--- src/design/tdsc_pkg.sv ---
// shared types, widths and constants of the tds compensation pipeline
package tdsc_pkg;

    localparam int ADC_BITS_DEF = 10;

    // configuration port
    localparam int CFG_IW = 3;
    localparam int CFG_DW = 19;
    localparam int SLOPE_W = 13;
    localparam int TEMP_W = 12;
    localparam int COEF_W = 19;

    // datapath widths
    localparam int X_W = 22;     // adc * 33 scaled to q16 before the divide by ten
    localparam int V_W = 18;     // q16 volts
    localparam int D_W = 13;     // temperature difference
    localparam int P_W = 27;     // slope times temperature difference
    localparam int F_W = 23;     // signed q16 compensation factor
    localparam int DV_W = 22;    // divisor and partial remainder
    localparam int DIV_Q = 20;   // quotient bits
    localparam int Q_FRAC = 16;
    localparam int CV_W = 20;
    localparam int V2_W = 24;
    localparam int V3_W = 28;
    localparam int P1_W = 40;
    localparam int P2_W = 44;
    localparam int P3_W = 48;
    localparam int S_W = 49;
    localparam int PPM_W = 16;
    localparam int PPM_SHIFT = 25;
    localparam int STATUS_W = 2;

    localparam int VOLT_NUM = 33;
    localparam int RECIP_SHIFT = 25;
    localparam logic [X_W-1:0] RECIP_10 = X_W'(3355443);   // floor(2^25 / 10)
    localparam logic [X_W-1:0] TEN = X_W'(10);
    localparam logic signed [F_W-1:0] FACT_ONE = F_W'(65536);
    localparam logic [CV_W-1:0] CV_MAX = '1;
    localparam logic [PPM_W-1:0] PPM_MAX = '1;

    // register reset values
    localparam logic [SLOPE_W-1:0] SLOPE_RST = SLOPE_W'(1311);
    localparam logic signed [TEMP_W-1:0] REF_TEMP_RST = TEMP_W'(400);
    localparam logic signed [COEF_W-1:0] COEF_CUBIC_RST = COEF_W'(34156);
    localparam logic signed [COEF_W-1:0] COEF_SQUARE_RST = COEF_W'(-65500);
    localparam logic signed [COEF_W-1:0] COEF_LINEAR_RST = COEF_W'(219492);

    typedef enum logic [CFG_IW-1:0] {
        CFG_COMP_SLOPE  = 3'd0,
        CFG_REF_TEMP    = 3'd1,
        CFG_COEF_CUBIC  = 3'd2,
        CFG_COEF_SQUARE = 3'd3,
        CFG_COEF_LINEAR = 3'd4
    } t_cfg_idx;

    typedef enum logic [STATUS_W-1:0] {
        ST_NORMAL     = 2'd0,
        ST_CLAMP_ZERO = 2'd1,
        ST_SAT_HIGH   = 2'd2,
        ST_BAD_FACTOR = 2'd3
    } t_status;

    // flags that ride alongside the divider
    typedef struct packed {
        logic err;   // factor not positive
        logic ovf;   // quotient would not fit, saturate
    } t_div_tag;

endpackage

--- src/design/tdsc_div.sv ---
// pipelined restoring divider, one quotient bit per stage
module tdsc_div (
    input  logic                           i_clk,
    input  logic                           i_rst_n,
    input  logic                           i_valid,
    output logic                           o_ready,
    input  logic [tdsc_pkg::DV_W-1:0]      i_rem,
    input  logic [tdsc_pkg::DV_W-1:0]      i_dvsr,
    input  logic [tdsc_pkg::DIV_Q-1:0]     i_feed,
    input  tdsc_pkg::t_div_tag             i_tag,
    output logic                           o_valid,
    input  logic                           i_ready,
    output logic [tdsc_pkg::DIV_Q-1:0]     o_quot,
    output tdsc_pkg::t_div_tag             o_tag
);
    import tdsc_pkg::*;

    logic [DIV_Q-1:0] r_vld;
    logic [DIV_Q:0]   rdy;
    logic [DV_W-1:0]  r_rem  [DIV_Q-1];
    logic [DV_W-1:0]  r_dvsr [DIV_Q-1];
    logic [DIV_Q-1:0] r_nq   [DIV_Q];
    t_div_tag         r_tag  [DIV_Q];

    logic [DIV_Q-1:0] s_vld;
    logic [DV_W-1:0]  s_rem  [DIV_Q];
    logic [DV_W-1:0]  s_dvsr [DIV_Q];
    logic [DIV_Q-1:0] s_nq   [DIV_Q];
    t_div_tag         s_tag  [DIV_Q];

    assign rdy[DIV_Q] = i_ready;
    assign o_ready = rdy[0];

    genvar g;
    generate
        for (g = 0; g < DIV_Q; g++) begin : g_stage
            logic [DV_W:0] w_t;
            logic          w_ge;

            if (g == 0) begin : g_src_in
                assign s_vld[g]  = i_valid;
                assign s_rem[g]  = i_rem;
                assign s_dvsr[g] = i_dvsr;
                assign s_nq[g]   = i_feed;
                assign s_tag[g]  = i_tag;
            end else begin : g_src_prev
                assign s_vld[g]  = r_vld[g-1];
                assign s_rem[g]  = r_rem[g-1];
                assign s_dvsr[g] = r_dvsr[g-1];
                assign s_nq[g]   = r_nq[g-1];
                assign s_tag[g]  = r_tag[g-1];
            end

            assign rdy[g] = !r_vld[g] || rdy[g+1];

            // bring down the next dividend bit from the top of the shift word
            assign w_t  = {s_rem[g], s_nq[g][DIV_Q-1]};
            assign w_ge = w_t >= {1'b0, s_dvsr[g]};

            always_ff @(posedge i_clk) begin
                if (!i_rst_n) begin
                    r_vld[g] <= 1'b0;
                end else if (rdy[g]) begin
                    r_vld[g] <= s_vld[g];
                end
            end

            // feed bits leave at the top as quotient bits enter at the bottom
            always_ff @(posedge i_clk) begin
                if (rdy[g]) begin
                    r_nq[g]  <= {s_nq[g][DIV_Q-2:0], w_ge};
                    r_tag[g] <= s_tag[g];
                end
            end

            if (g < DIV_Q-1) begin : g_rem
                logic [DV_W:0] w_diff;

                assign w_diff = w_t - {1'b0, s_dvsr[g]};

                always_ff @(posedge i_clk) begin
                    if (rdy[g]) begin
                        r_rem[g]  <= w_ge ? w_diff[DV_W-1:0] : w_t[DV_W-1:0];
                        r_dvsr[g] <= s_dvsr[g];
                    end
                end
            end
        end
    endgenerate

    assign o_valid = r_vld[DIV_Q-1];
    assign o_quot  = r_nq[DIV_Q-1];
    assign o_tag   = r_tag[DIV_Q-1];

endmodule
--- config.mk ---
export PLATFORM = sky130hd
export DESIGN_NAME = tdsc_div
export DESIGN_NICKNAME = d
export VERILOG_FILES = /design/src/design/tdsc_pkg.sv /design/src/design/tdsc_div.sv
export SDC_FILE = /design/constraint.sdc
export NUM_CORES = 2
export LEC_CHECK = 0
export ABC_AREA = 1
export BUFFER_PORTS_ARGS = -buffer_cell sky130_fd_sc_hd__buf_2
export CORE_ASPECT_RATIO = 0.5
export CORE_MARGIN = 10
export CORE_UTILIZATION = 58
export CTS_BUF_LIST = sky130_fd_sc_hd__clkbuf_16
export CTS_CLUSTER_SIZE = 40
export DETAILED_ROUTE_END_ITERATION = 8
export PLACE_DENSITY = 0.77
export SKIP_LAST_GASP = 1
export SLEW_MARGIN = 20
export SYNTH_ARGS = -nofsm -noshare
export SYNTH_HDL_FRONTEND = slang
export SYNTH_SLANG_ARGS = --single-unit
--- constraint.sdc ---
create_clock -name i_clk -period 9.17 [get_ports i_clk]
set_input_delay 1.834 -clock i_clk [delete_from_list [all_inputs] [get_ports i_clk]]
set_output_delay 1.834 -clock i_clk [all_outputs]
set_load 0.005 [all_outputs]
==> key figures <==
Floorplanning
  • Row cnt: 87
  • Chip height: 258 um
  • Core area: between 100000 and 150000 um^2
  • Chip Width: between 400 and 500 um
  • # IOs: 94
  • Initial core utilization: 58.5%
  • Die area: roughly 130000 um^2

Routing
  • Antenna-violating nets left: 0
  • Routed WL per cell: approximately 18 um
  • 1st-iter DRT viols: ~2700
  • Final wirelength: about 140 mm
  • Drt via density: ~5.5
  • # DRC: 0
  • Vias: 43206
  • First-pass DRT Iterations: 6

Logic synthesis
  • Mapped Cells: just over 6000
  • Post-synthesis sequential area ratio: just under 60%
  • Syn Nets: about 6600
  • Synth Register Bits: 1296
  • Async set or reset register ratio after synthesis: 0%
  • Synthesized cell area: 65900 um^2
  • Post-synth EDFFs: 1276
  • Yosys warnings: 0
  • Ys flop type: edfxtp_1
  • Post-synth cell types: 56
  • Syn avg cell area: 10.8 um^2

Clock tree
  • Cts hold-fix bufs: 0
  • H-tree Lvls: 3
  • Worst-Skew Late Latency: 0.73 ns
  • Resized Gates After CTS: 0
  • Clock root cell: clkbuf_16
  • Clock sinks: 1296
  • Clock buffer depth: 3
  • CTS tree: done
  • Clk pin slew, worst setup/hold paths: 0.07 ns
  • Num CTS Buffers: 110
  • Number of setup buffers added after CTS: 0

Placed design
  • Port bufs: slightly above 90
  • GPL Wtd Cong: 1.03
  • Pre-CTS setup slack: 2.58 ns
  • Final HPWL DP: approximately 110 mm
  • Cell Area, Placed: 67900 um^2

STA
  • Final setup vio count: 0
  • Final Skew: 0.0271 ns
  • Normalized max-slew margin: 33.2%
  • Tightest Pin Transition: approximately 1 ns
  • Peak Freq: about 150 MHz
  • Period minus WS final: 6.52 ns
  • Fin. Hold Viols: 0
  • Fin Setup TNS: 0 ns
  • Setup ws final: approximately 2.7 ns
  • RSZ-0062 raised after global routing: no
  • Tcrit/Tclk final: between 70% and 80%
  • Slew Limit Fails: 0

Critical path
  • Arr. time, crit path: 4.68 ns
  • WP data required: 7.34 ns
  • Crit path kind: input port to primary output
  • Max Fanout on Critical Path: 69
  • CP endpoint kind: primary output
  • Worst setup SP type: input port

Global routing
  • Total gr overflow: 0
  • Largest net degree at the start of global routing: 70
  • Antenna violations before repair: 0
  • Vias in the first global route: approximately 44000
  • First-pass GRT wire length: about 230 mm
  • Total Routing Usage GR: 21.9%

Final layout
  • Post-layout util: 63.5%
  • Area grow syn2layout: 8.67%
  • Nets@finish: 6774
  • Ant. Diodes: 0
  • Fill cell total of the finished layout: between 8000 and 9000
  • Post-route cell area: between 70000 and 80000 um^2
  • Share of layout cells above drive strength 1: 6.62%

Outcome
  • Outcome: complete, no violations

Worst hold path
  • Worst Hold Class: flip-flop to flip-flop

Power and ir drop
  • Power Total: 23.9 mW
  • Leakage: 30.3 nW
  • Pwr/cell area: 334 nW/um^2
  • VDD IR max: 170 uV

Job
  • Count of max-cap constraint violations: 0
-- routing by layer --
| layer | track usage (%) | up-vias | routed length, um |
|---|---|---|---|
| li1 | - | 21666 | - |
| met1 | 24.3 | 20345 | 55700 |
| met2 | 42.1 | 886 | 75300 |
| met3 | 2.75 | 309 | 4590 |
| met4 | 9.09 | 0 | 6060 |
| met5 | 0 | - | 0 |
-- report_power, final --
group	internal (mW)	switching, mW	total (mW)
sequential	8.74	0.858	9.60
combinational	3.59	6.01	9.59
clock	2.59	2.14	4.73
-- critical path, cell delays in order --
cell	delay (ns)
buf_2	0.10
inv_1	0.15
nand4_4	0.09
buf_4	0.40
nor3_4	0.31
nand4_4	0.13
nor2_4	0.22
nand4_4	0.14
nor2_4	0.23
nand4_4	0.09
buf_4	0.37
nor2_8	0.27
nand4_4	0.13
buf_2	0.16
-- cells by family after synthesis --
family                     after synthesis  share of synthesized area, %
buffers and inverters                  905                          5.39
adders and majority gates              459                          8.94
DFF                                   1296                          58.8
AOI/OAI and AO/OA                     1242                          10.7
and+or+nand+nor                       1929                          12.5
xor gates and xnor gates               280                          3.72
-- per-stage QoR --
| stage | instances | hold slack, ns |
|---|---|---|
| floorplan | 6111 | 0.400 |
| global placement | 7646 | 0.400 |
| detailed placement | 7646 | 0.405 |
| CTS | 7855 | 0.400 |
| global route | 7855 | 0.412 |
| finish | 7855 | 0.397 |
-- synth_stat cells, types with 25 or more instances --
master    instances  area [um^2]
edfxtp_1       1276        38300
nand2_1        1096         4110
inv_1           804         3020
o21ai_0         495         2480
ha_1            440         5510
a21oi_1         397         1990
nor2_1          385         1450
nand3_1         194          971
xnor2_1         159         1390
xor2_1          121         1060
a31oi_1          74          463
nor3_1           62          310
or2_2            59          369
nand4_1          58          363
a21o_1           54          405
buf_2            41          205
nor4_1           39          244
o21ai_1          39          195
o21a_1           28          210
buf_4            25          188
-- flip-flops by register name (all words and copies together) (netlist names) --
name,cells
r_vld,19
r_rem,418
r_tag,40
r_nq,400
r_dvsr,418
o_valid,1
-- cell usage in the layout (no fill, tap or decap), types with 54 or more instances in the layout --
cell / n
a21oi_1: 397
nand2_1: 1093
nand3_1: 191
nor3_1: 62
ha_1: 440
clkbuf_16: 111
xnor2_1: 159
edfxtp_1: 1276
a21o_1: 54
xor2_1: 121
buf_2: 93
or2_2: 59
o21ai_0: 495
nand4_1: 58
inv_1: 818
nor2_1: 385
a31oi_1: 74
-- layout make-up --
type | count | area (um^2) | share of cell area (%)
timing repair buffer | 112 | 608 | 0.850
clock inverter | 98 | 881 | 1.23
clock buffer | 111 | 2780 | 3.88
inverter | 815 | 3060 | 4.27
tap | 1513 | 1890 | 2.64
sequential | 1296 | 38700 | 54.1
multi-input combinational | 3910 | 23600 | 33.0
-- path summary, 6_finish.rpt --
path	from	endpoint	slack (ns)	cells after the start
hold / removal	r_nq[7][38]$_DFFE_PP_	r_nq[8][19]$_DFFE_PP_	0.40	0
setup / recovery	i_ready	o_ready	2.65	14
setup reg to reg	o_valid$_SDFFE_PN0P_	r_nq[0][37]$_DFFE_PP_	5.06	11
hold reg to reg	r_nq[7][38]$_DFFE_PP_	r_nq[8][19]$_DFFE_PP_	0.40	0
(Power assumes the default switching activity.)
